`src/design/assert_macros.svh`:
```
// Assertion macros shared by the prefix code checker RTL.
// Clocked on aclk and disabled while aresetn is low; define ASSERT_OFF to drop them.
`ifndef ASSERT_MACROS_SVH
`define ASSERT_MACROS_SVH
`ifndef ASSERT_OFF
`define PCCC_ASSERT(label, prop) \
    label: assert property (@(posedge aclk) disable iff (!aresetn) prop) \
        else $error("pccc assertion failed");
`define PCCC_ASSERT_NEVER(label, cond) \
    label: assert property (@(posedge aclk) disable iff (!aresetn) !(cond)) \
        else $error("pccc forbidden condition seen");
`else
`define PCCC_ASSERT(label, prop)
`define PCCC_ASSERT_NEVER(label, cond)
`endif
`endif

```
`src/design/pccc_pkg.sv`:
```
// Package for the prefix code conflict checker: sizes, trie node type, sequencer states.
// No dependencies.
package pccc_pkg;

    localparam int NODES    = 256;
    localparam int IDX_W    = $clog2(NODES);
    localparam int CNT_W    = IDX_W + 1;
    localparam int CODE_W   = 16;
    localparam int BIT_W    = $clog2(CODE_W);
    localparam int LEN_W    = 5;
    localparam int MAX_LEN  = 16;
    localparam int S_DATA_W = 24;
    localparam int M_DATA_W = 8;

    localparam logic REQ_CLEAR = 1'b1;

    typedef struct packed {
        logic             end_flag;
        logic [IDX_W-1:0] child1;
        logic [IDX_W-1:0] child0;
    } pccc_node_t;

    typedef enum logic [1:0] {
        ST_IDLE,
        ST_READ,
        ST_LOOK,
        ST_FINISH
    } pccc_state_t;

endpackage

```
`src/design/prefix_code_conflict_checker_unit.sv`:
```
// Prefix code conflict checker: a trie of codewords in a node memory, walked by a sequencer.
// Depends on pccc_pkg and assert_macros.svh.
//
// One request is taken at a time; s_tready is high only while the unit is idle. A clear or an
// empty code goes straight to the finish state, which raises m_tvalid once the output is free.
// An insert walks the code one bit per trie level. Each node on the path, the root included,
// takes a registered read of the single-port node memory, then lookup and write-back, if it
// already existed; a node allocated during this insert skips the read. The last node's
// lookup is the end-node check. The walk stops early on a conflict or an exhausted pool, and
// s_tready returns in the cycle m_tvalid rises if the output is free. Clear is immediate:
// per-node valid bits are all dropped at once, so there is no clearing pass after reset.
`default_nettype none

module prefix_code_conflict_checker_unit (
    input  wire logic                          aclk,
    input  wire logic                          aresetn,
    input  wire logic                          s_tvalid,
    output logic                               s_tready,
    // [15:0] code_bits, [20:16] code_len, [23:21] zero
    input  wire logic [pccc_pkg::S_DATA_W-1:0] s_tdata,
    // [0] req_type
    input  wire logic                          s_tuser,
    output logic                               m_tvalid,
    input  wire logic                          m_tready,
    // [0] code_conflict, [1] set_decodable, [2] pool_overflow, [7:3] zero
    output logic [pccc_pkg::M_DATA_W-1:0]      m_tdata
);

    pccc_pkg::pccc_state_t state_reg, state_next;

    logic [pccc_pkg::IDX_W-1:0]  node_reg, node_next;
    logic [pccc_pkg::LEN_W-1:0]  rem_reg, rem_next;
    logic [pccc_pkg::CODE_W-1:0] bits_reg, bits_next;
    logic                        fresh_reg, fresh_next;
    logic [pccc_pkg::CNT_W-1:0]  next_free_reg, next_free_next;
    logic                        set_ok_reg, set_ok_next;
    logic                        conflict_reg, conflict_next;
    logic                        overflow_reg, overflow_next;
    logic                        m_valid_reg, m_valid_next;
    logic [2:0]                  m_data_reg, m_data_next;

    pccc_pkg::pccc_node_t mem [pccc_pkg::NODES];
    pccc_pkg::pccc_node_t rd_data_reg;
    logic                 rd_valid_reg;
    logic [pccc_pkg::NODES-1:0] valid_reg;

    logic                        in_xfer;
    logic                        clear_req;
    logic [pccc_pkg::CODE_W-1:0] in_bits;
    logic [pccc_pkg::LEN_W-1:0]  in_len;
    logic [pccc_pkg::LEN_W-1:0]  sat_len;
    logic                        out_free;

    pccc_pkg::pccc_node_t        cur;
    pccc_pkg::pccc_node_t        wr_data;
    logic                        mem_we;
    logic [pccc_pkg::BIT_W-1:0]  bit_idx;
    logic                        walk_bit;
    logic [pccc_pkg::IDX_W-1:0]  slot;
    logic                        look_end;
    logic                        look_last;
    logic                        look_alloc;
    logic                        look_ovf;
    logic                        has_child;

    assign in_bits   = s_tdata[pccc_pkg::CODE_W-1:0];
    assign in_len    = s_tdata[pccc_pkg::CODE_W +: pccc_pkg::LEN_W];
    assign sat_len   = (in_len > pccc_pkg::LEN_W'(pccc_pkg::MAX_LEN))
                       ? pccc_pkg::LEN_W'(pccc_pkg::MAX_LEN) : in_len;
    assign s_tready  = (state_reg == pccc_pkg::ST_IDLE);
    assign in_xfer   = s_tvalid && s_tready;
    assign clear_req = in_xfer && (s_tuser == pccc_pkg::REQ_CLEAR);
    assign out_free  = !m_valid_reg || m_tready;

    // lookup of the current node
    assign cur        = fresh_reg ? '0 : (rd_valid_reg ? rd_data_reg : '0);
    assign bit_idx    = pccc_pkg::BIT_W'(rem_reg - pccc_pkg::LEN_W'(1));
    assign walk_bit   = bits_reg[bit_idx];
    assign slot       = walk_bit ? cur.child1 : cur.child0;
    assign has_child  = (cur.child0 != '0) || (cur.child1 != '0);
    assign look_end   = cur.end_flag;
    assign look_last  = (rem_reg == '0);
    assign look_alloc = (slot == '0);
    assign look_ovf   = next_free_reg[pccc_pkg::CNT_W-1];

    // next state
    always_comb begin
        state_next = state_reg;
        unique case (state_reg)
            pccc_pkg::ST_IDLE: begin
                if (in_xfer) begin
                    if (s_tuser == pccc_pkg::REQ_CLEAR || in_len == '0) begin
                        state_next = pccc_pkg::ST_FINISH;
                    end else begin
                        state_next = pccc_pkg::ST_READ;
                    end
                end
            end
            pccc_pkg::ST_READ: begin
                state_next = pccc_pkg::ST_LOOK;
            end
            pccc_pkg::ST_LOOK: begin
                if (look_end || look_last) begin
                    state_next = pccc_pkg::ST_FINISH;
                end else if (look_alloc) begin
                    state_next = look_ovf ? pccc_pkg::ST_FINISH : pccc_pkg::ST_LOOK;
                end else begin
                    state_next = pccc_pkg::ST_READ;
                end
            end
            pccc_pkg::ST_FINISH: begin
                if (out_free) begin
                    state_next = pccc_pkg::ST_IDLE;
                end
            end
            default: state_next = pccc_pkg::ST_IDLE;
        endcase
    end

    // datapath and outputs
    always_comb begin
        node_next      = node_reg;
        rem_next       = rem_reg;
        bits_next      = bits_reg;
        fresh_next     = fresh_reg;
        next_free_next = next_free_reg;
        set_ok_next    = set_ok_reg;
        conflict_next  = conflict_reg;
        overflow_next  = overflow_reg;
        m_valid_next   = m_valid_reg && !m_tready;
        m_data_next    = m_data_reg;
        mem_we         = 1'b0;
        wr_data        = cur;
        unique case (state_reg)
            pccc_pkg::ST_IDLE: begin
                conflict_next = 1'b0;
                overflow_next = 1'b0;
                if (clear_req) begin
                    next_free_next = pccc_pkg::CNT_W'(1);
                    set_ok_next    = 1'b1;
                end else if (in_xfer) begin
                    node_next  = '0;
                    rem_next   = sat_len;
                    bits_next  = in_bits;
                    fresh_next = 1'b0;
                end
            end
            pccc_pkg::ST_READ: begin
            end
            pccc_pkg::ST_LOOK: begin
                if (look_end) begin
                    conflict_next = 1'b1;
                    set_ok_next   = 1'b0;
                end else if (look_last) begin
                    mem_we           = 1'b1;
                    wr_data.end_flag = 1'b1;
                    if (has_child) begin
                        conflict_next = 1'b1;
                        set_ok_next   = 1'b0;
                    end
                end else if (look_alloc) begin
                    if (look_ovf) begin
                        overflow_next = 1'b1;
                    end else begin
                        mem_we = 1'b1;
                        if (walk_bit) begin
                            wr_data.child1 = next_free_reg[pccc_pkg::IDX_W-1:0];
                        end else begin
                            wr_data.child0 = next_free_reg[pccc_pkg::IDX_W-1:0];
                        end
                        node_next      = next_free_reg[pccc_pkg::IDX_W-1:0];
                        next_free_next = next_free_reg + pccc_pkg::CNT_W'(1);
                        fresh_next     = 1'b1;
                        rem_next       = rem_reg - pccc_pkg::LEN_W'(1);
                    end
                end else begin
                    node_next  = slot;
                    fresh_next = 1'b0;
                    rem_next   = rem_reg - pccc_pkg::LEN_W'(1);
                end
            end
            pccc_pkg::ST_FINISH: begin
                if (out_free) begin
                    m_valid_next = 1'b1;
                    m_data_next  = {overflow_reg, set_ok_reg, conflict_reg};
                end
            end
            default: begin
            end
        endcase
    end

    always_ff @(posedge aclk) begin
        if (!aresetn) begin
            state_reg     <= pccc_pkg::ST_IDLE;
            next_free_reg <= pccc_pkg::CNT_W'(1);
            set_ok_reg    <= 1'b1;
            m_valid_reg   <= 1'b0;
        end else begin
            state_reg     <= state_next;
            next_free_reg <= next_free_next;
            set_ok_reg    <= set_ok_next;
            m_valid_reg   <= m_valid_next;
        end
    end

    always_ff @(posedge aclk) begin
        node_reg     <= node_next;
        rem_reg      <= rem_next;
        bits_reg     <= bits_next;
        fresh_reg    <= fresh_next;
        conflict_reg <= conflict_next;
        overflow_reg <= overflow_next;
        m_data_reg   <= m_data_next;
    end

    // node memory: one write and one registered read per cycle
    always_ff @(posedge aclk) begin
        if (mem_we) begin
            mem[node_reg] <= wr_data;
        end
    end

    always_ff @(posedge aclk) begin
        rd_data_reg  <= mem[node_reg];
        rd_valid_reg <= valid_reg[node_reg];
    end

    // an entry without its valid bit reads as an empty node
    always_ff @(posedge aclk) begin
        if (!aresetn || clear_req) begin
            valid_reg <= '0;
        end else if (mem_we) begin
            valid_reg[node_reg] <= 1'b1;
        end
    end

    assign m_tvalid = m_valid_reg;
    assign m_tdata  = {(pccc_pkg::M_DATA_W - 3)'(0), m_data_reg};

`include "assert_macros.svh"

    `PCCC_ASSERT(a_pool_bound, next_free_reg <= pccc_pkg::CNT_W'(pccc_pkg::NODES))
    `PCCC_ASSERT_NEVER(a_conflict_and_ovf, m_tvalid && m_tdata[0] && m_tdata[2])
    `PCCC_ASSERT(a_conflict_clears_ok, (m_tvalid && m_tdata[0]) |-> !m_tdata[1])
    `PCCC_ASSERT(a_clear_resets, clear_req |=> (next_free_reg == pccc_pkg::CNT_W'(1)) && set_ok_reg)

endmodule

`default_nettype wire
```
`config.mk`:
```
export PLATFORM = sky130hd
export DESIGN_NAME = prefix_code_conflict_checker_unit
export DESIGN_NICKNAME = d
export VERILOG_FILES = /design/src/design/pccc_pkg.sv /design/src/design/prefix_code_conflict_checker_unit.sv
export VERILOG_INCLUDE_DIRS = /design/src /design/src/design
export SDC_FILE = /design/constraint.sdc
export NUM_CORES = 2
export LEC_CHECK = 0
export BUFFER_PORTS_ARGS = -buffer_cell sky130_fd_sc_hd__buf_2
export CAP_MARGIN = 5
export CORE_UTILIZATION = 45
export DETAILED_ROUTE_END_ITERATION = 10
export HOLD_SLACK_MARGIN = 0.03
export MAX_ROUTING_LAYER = met4
export SLEW_MARGIN = 20
export SYNTH_ARGS = -nofsm -noshare
export SYNTH_HDL_FRONTEND = slang
export SYNTH_MEMORY_MAX_BITS = 65536
export SYNTH_SLANG_ARGS = --single-unit
```
`constraint.sdc`:
```
create_clock -name aclk -period 16.6 [get_ports aclk]
set_input_delay 2.49 -clock aclk [delete_from_list [all_inputs] [get_ports aclk]]
set_output_delay 2.49 -clock aclk [all_outputs]
set_load 0.01 [all_outputs]
```
== After elaboration in Yosys (flattened, before gate mapping) ==
Memory sizes are Yosys's and may differ from the RTL's. A register that Yosys moved wholly into a read port is not among the register bits.
Cells that the tools add are included.

* Memory bits (writable): 4352
* Output and inout port bits: 10
* Memories kept: 1
* Bits in registers: 305
* Logic and storage cells: 141
* Input bits: 29

{| class="wikitable"
|+ Memory list
! name !! words !! bits a word !! read ports !! clocked after Yosys merged registers in !! wr ports !! line !! text
|-
| mem || 256 || 17 || 1 || 1 || 1 || prefix_code_conflict_checker_unit.sv:42 || <nowiki>pccc_pkg::pccc_node_t mem [pccc_pkg::NODES];</nowiki>
|}

* Add/subtract/negate cells: 2
* Equal/unequal tests: 15
* Reductions and logical operators: 28
* Bitwise operators: 2
* Mux-type cells: 75
* Magnitude comparators: 4

{| class="wikitable"
|+ Operators with widths
! cell !! number
|-
| $or A256 B256 Y256 || 1
|-
| $mux W8 || 9
|-
| $mux W17 || 4
|-
| $mux W16 || 3
|-
| $mux W9 || 5
|-
| $mux W5 || 7
|-
| $mux W1 || 31
|-
| $pmux W9 S2 || 1
|-
| $pmux W8 S2 || 1
|-
| $reduce_bool A8 Y1 || 2
|-
| $ne A2 B2 Y1 const B || 7
|-
| $reduce_and A6 Y1 || 2
|-
| $logic_not A5 Y1 || 2
|-
| $mux W2 || 5
|-
| $pmux W5 S2 || 1
|-
| $reduce_and A5 Y1 || 2
|-
| $add A9 B1 Y9 const B || 1
|-
| $lt A8 B9 Y1 const B || 1
|-
| $ne A3 B3 Y1 const B || 3
|-
| $bmux W1 S8 || 1
|-
| $demux W1 S8 || 1
|-
| $ge A8 B1 Y1 const B || 1
|-
| $logic_not A8 Y1 || 1
|-
| $pmux W1 S2 || 4
|-
| 17 further kinds || 30
|}

== Longest topological paths before layout ==
* Depth after elaboration: 11
* Depth in mapped cells: 13
* Depth with buffers taken out: 9

== Worst setup path after synthesis ==
No wires, ideal clock.

* Path type: reg2reg
* Start point: register rem_reg[0] in the netlist's numbering
* End point: memory mem[0][16] in the netlist's numbering, data pin
* Period minus slack after synthesis: 13285 ps
* Stages on the path, launching flop included: 7
* Buffers on the path: 1
* Arrival: 11097 ps
* Setup time: 2188 ps
* Setup slack: 3315 ps
* Required time: 14412 ps
* Cell sequence: edfxtp_1 buf_6 inv_1 ha_1 nand2b_1 or3_1 o21ai_0

{| class="wikitable"
|+ RTL lines
! what !! line !! text
|-
| start: declaration || prefix_code_conflict_checker_unit.sv:32 || <nowiki>logic [pccc_pkg::LEN_W-1:0] rem_reg, rem_next;</nowiki>
|-
| start signal: assignment || prefix_code_conflict_checker_unit.sv:209 || <nowiki>rem_reg <= rem_next;</nowiki>
|-
| end: declaration || prefix_code_conflict_checker_unit.sv:42 ||
|}

==> impl_metrics.py <==
metrics = {
    "cts": {
        "clkLatencyLatePin_ns": 1.01,
        "clk_transition_reported_paths_ns": 0.07,
        "cts_buffers": 461,
        "hold_buffers": 0,
        "post_cts_resize_count": 0,
        "post_cts_buffers": 0,
        "cts_tree": "done",
        "clock_sinks": 4674,
        "cts_buffer_depth": 4,
        "cts_htree_levels": 5,
        "clock-root-buffer": "clkbuf_16",
    },
    "finish": {
        "final_nets": 8556,
        "layout_commonest_cell": "edfxtp_1",
        "multi_input_area_mm2": 0.0407,
        "seq_area_mm2": 0.137,
        "drive_above_1_share": 0.321,
        "nFillCells": 30800,
        "layout_common_cells": "4387 x edfxtp_1, 1378 x mux4_2, 466 x clkbuf_16, 409 x buf_4, 395 x nand2_1",
        "largest_reg_flops": 4352,
        "final_cells": 14200,
        "synthToLayoutAreaGrowth_pct": 13.3,
        "stdcell_area_mm2": 0.203,
    },
    "placed_design": {
        "hpwlAfterDp_um": 277000,
        "dpl_worst_slack_ns": 9.98,
        "dp.cells": 13300,
        "finalWeightedCongestion": 0.878,
        "port_buffers": 30,
        "place_area_mm2": 0.188,
    },
    "logic_synthesis": {
        "synth_top_family_by_area": "multiplexers",
        "synthXorXnorAreaFrac": 0.0000488,
        "ys_warn_count": 0,
        "synth-compound-area-share": 0.0181,
        "synth_cell_type_count": 78,
        "ys.flop_type": "edfxtp_1",
        "synthAdderAreaFrac": 0.000139,
        "synthSimpleGateAreaFrac": 0.0235,
        "synth_mux_area_frac": 0.179,
        "synth_area_mm2": 0.180,
        "synthCells": 8082,
        "synth_edf_count": 4387,
        "async_flop_share": 0,
        "synth_seq_cells": 4674,
        "seq_area_frac_synth": 0.766,
        "avgSynthCellArea_um2": 22.2,
    },
    "worst_setup_path": {
        "worst_path_max_delay_cell": "buf_4",
        "end_kind": "flip-flop",
        "r2r_end": "rd_data_reg[16]$_DFF_P_",
        "startpoint_type": "flip-flop",
        "path_buf_inv": 5,
        "r2r_cells": 11,
        "cp.depth": 11,
        "crit_arrival_ns": 7.47,
        "cp_slowest_stage_delay_ns": 0.73,
        "reg2reg_from": "node_reg[0]$_SDFFCE_PN0P_",
        "cp_top_family": "buffers and inverters",
        "crit_chain": "buf_12 -> buf_4 -> buf_4 -> buf_4 -> mux4_2 -> mux4_2 -> a32oi_1 -> nand3_1 -> a31oi_1 -> o21ai_0 -> buf_4",
        "crit_type": "reg -> reg",
        "r2r_setup_slack_ns": 9.99,
        "cp.required_ns": 17.46,
        "crit_fanout": 72,
        "cpMostUsedCell": "buf_4",
    },
    "timing": {
        "fin_crit_ns": 6.61,
        "finalSetupTns_ns": 0,
        "skew_ns": 0.0411,
        "drv_slew": 0,
        "setup_violations": 0,
        "whs_ns": 0.437,
        "max_clock_freq_ghz": 0.151,
        "slew_headroom": 0.0946,
        "setup_slack_ns": 9.99,
        "rsz0062_at_grt": "false",
        "worst_pin_slew_ns": 1.36,
        "hold_violations": 0,
        "fin_crit_sh": 0.398,
    },
    "outcome": {
        "status": "complete, no violations",
    },
    "floorplanning": {
        "dieArea_mm2": 0.402,
        "start_util": 0.453,
        "coreArea_mm2": 0.397,
        "rows": 231,
        "die_y_um": 634,
        "ioPinCount": 39,
        "die_w_um": 634,
    },
    "worst_hold_path": {
        "hold_end": "m_data_reg[0]$_DFFE_PP_",
        "worstHoldStart": "conflict_reg$_DFFE_PP_",
        "min_path_type": "reg -> reg",
        "min_path_cells": 0,
    },
    "pwr": {
        "pwr_density_cell_mw_per_mm2": 128,
        "irDropWorstVdd_mv": 0.106,
        "p_leak_nw": 64.5,
    },
    "route": {
        "ant_nets": 0,
        "drtIter0Drc": 11800,
        "wirelength_um": 484000,
        "wl_per_cell_um": 34.2,
        "vias_per_cell": 6.19,
        "vias": 87700,
        "drc": 0,
        "drtPass1Iterations": 9,
    },
    "global_route": {
        "grt_overflow": 0,
        "grt_max_degree": 209,
        "antenna_found_initial": 22,
        "grt_pass1_wl_um": 679000,
        "grt_usage": 0.248,
        "grt_pass1_vias": 87700,
    },
    "run": {
        "cap_violations": 0,
    },
}
-- synthesized netlist by cell type, drive strengths merged, types with 43 or more instances --
cell type	number	area, um2
nand4	43	591
a22oi	58	435
nand2	397	1490
clkbuf	227	852
o21ai	272	1360
nand3	54	270
mux2i	106	1060
dfxtp	287	5750
edfxtp	4387	132000
buf	262	1480
mux4	1378	31000
nor2	293	1100
-- per-layer routing --
| metal | track usage | vias to the layer above | part of all wire |
|---|---|---|---|
| li1 | - | 35000 | - |
| met1 | 0.336 | 47600 | 0.39 |
| met2 | 0.378 | 4269 | 0.47 |
| met3 | 0.0531 | 791 | 0.096 |
| met4 | 0.0817 | 0 | 0.039 |
| met5 | - | - | 0 |
-- layout make-up --
type,instances,area share
clock inverter,280,0.0131
inverter,10,0.000221
multi-input combinational,2913,0.200
tap,5242,0.0322
sequential,4674,0.676
antenna,8,0.0000984
timing repair buffer,465,0.0182
clock buffer,580,0.0602
-- per-stage QoR --
| stage | power, mW | util |
|---|---|---|
| 5_1_grt | 26.6 | 0.513 |
| 4_1_cts | 26.1 | 0.513 |
| 3_3_place_gp | 15.8 | 0.475 |
| 3_5_place_dp | 15.9 | 0.475 |
| 2_1_floorplan | 14.9 | - |
| 6_report | 25.9 | 0.513 |
-- report_power, final --
| group | switching [mW] | total, mW | internal (mW) |
|---|---|---|---|
| Sequential | 0.0541 | 13.0 | 12.9 |
| Combinational | 1.61 | 2.62 | 1.01 |
| Clock | 4.47 | 10.3 | 5.86 |
| Total | 6.13 | 25.9 | 19.8 |
-- kinds of logic (layout without fill, tap and decap cells) --
| kind of cell | count (synthesis) | after routing |
|---|---|---|
| DFF | 4674 | 4674 |
| AOI/OAI and AO/OA | 513 | 513 |
| adders and majority gates | 2 | 2 |
| buffers and inverters | 499 | 1335 |
| muxes | 1496 | 1496 |
| other | 1 | 13 |
| and+or+nand+nor | 896 | 896 |
| xor gates and xnor gates | 1 | 1 |
-- how the worst max path moves through the flow --
stage,endpoint,slack (ns),from
4_1_cts,rd_data_reg[16]$_DFF_P_,9.97,node_reg[0]$_SDFFCE_PN0P_
3_5_place_dp,rd_data_reg[16]$_DFF_P_,9.98,node_reg[0]$_SDFFCE_PN0P_
2_1_floorplan,mem[0][16]$_DFFE_PP_,3.32,rem_reg[0]$_DFFE_PP_
5_1_grt,rd_data_reg[16]$_DFF_P_,9.67,node_reg[0]$_SDFFCE_PN0P_
6_report,rd_data_reg[16]$_DFF_P_,9.99,node_reg[0]$_SDFFCE_PN0P_
3_3_place_gp,rd_data_reg[16]$_DFF_P_,9.96,node_reg[0]$_SDFFCE_PN0P_
Power figures use the tool's default switching activity.
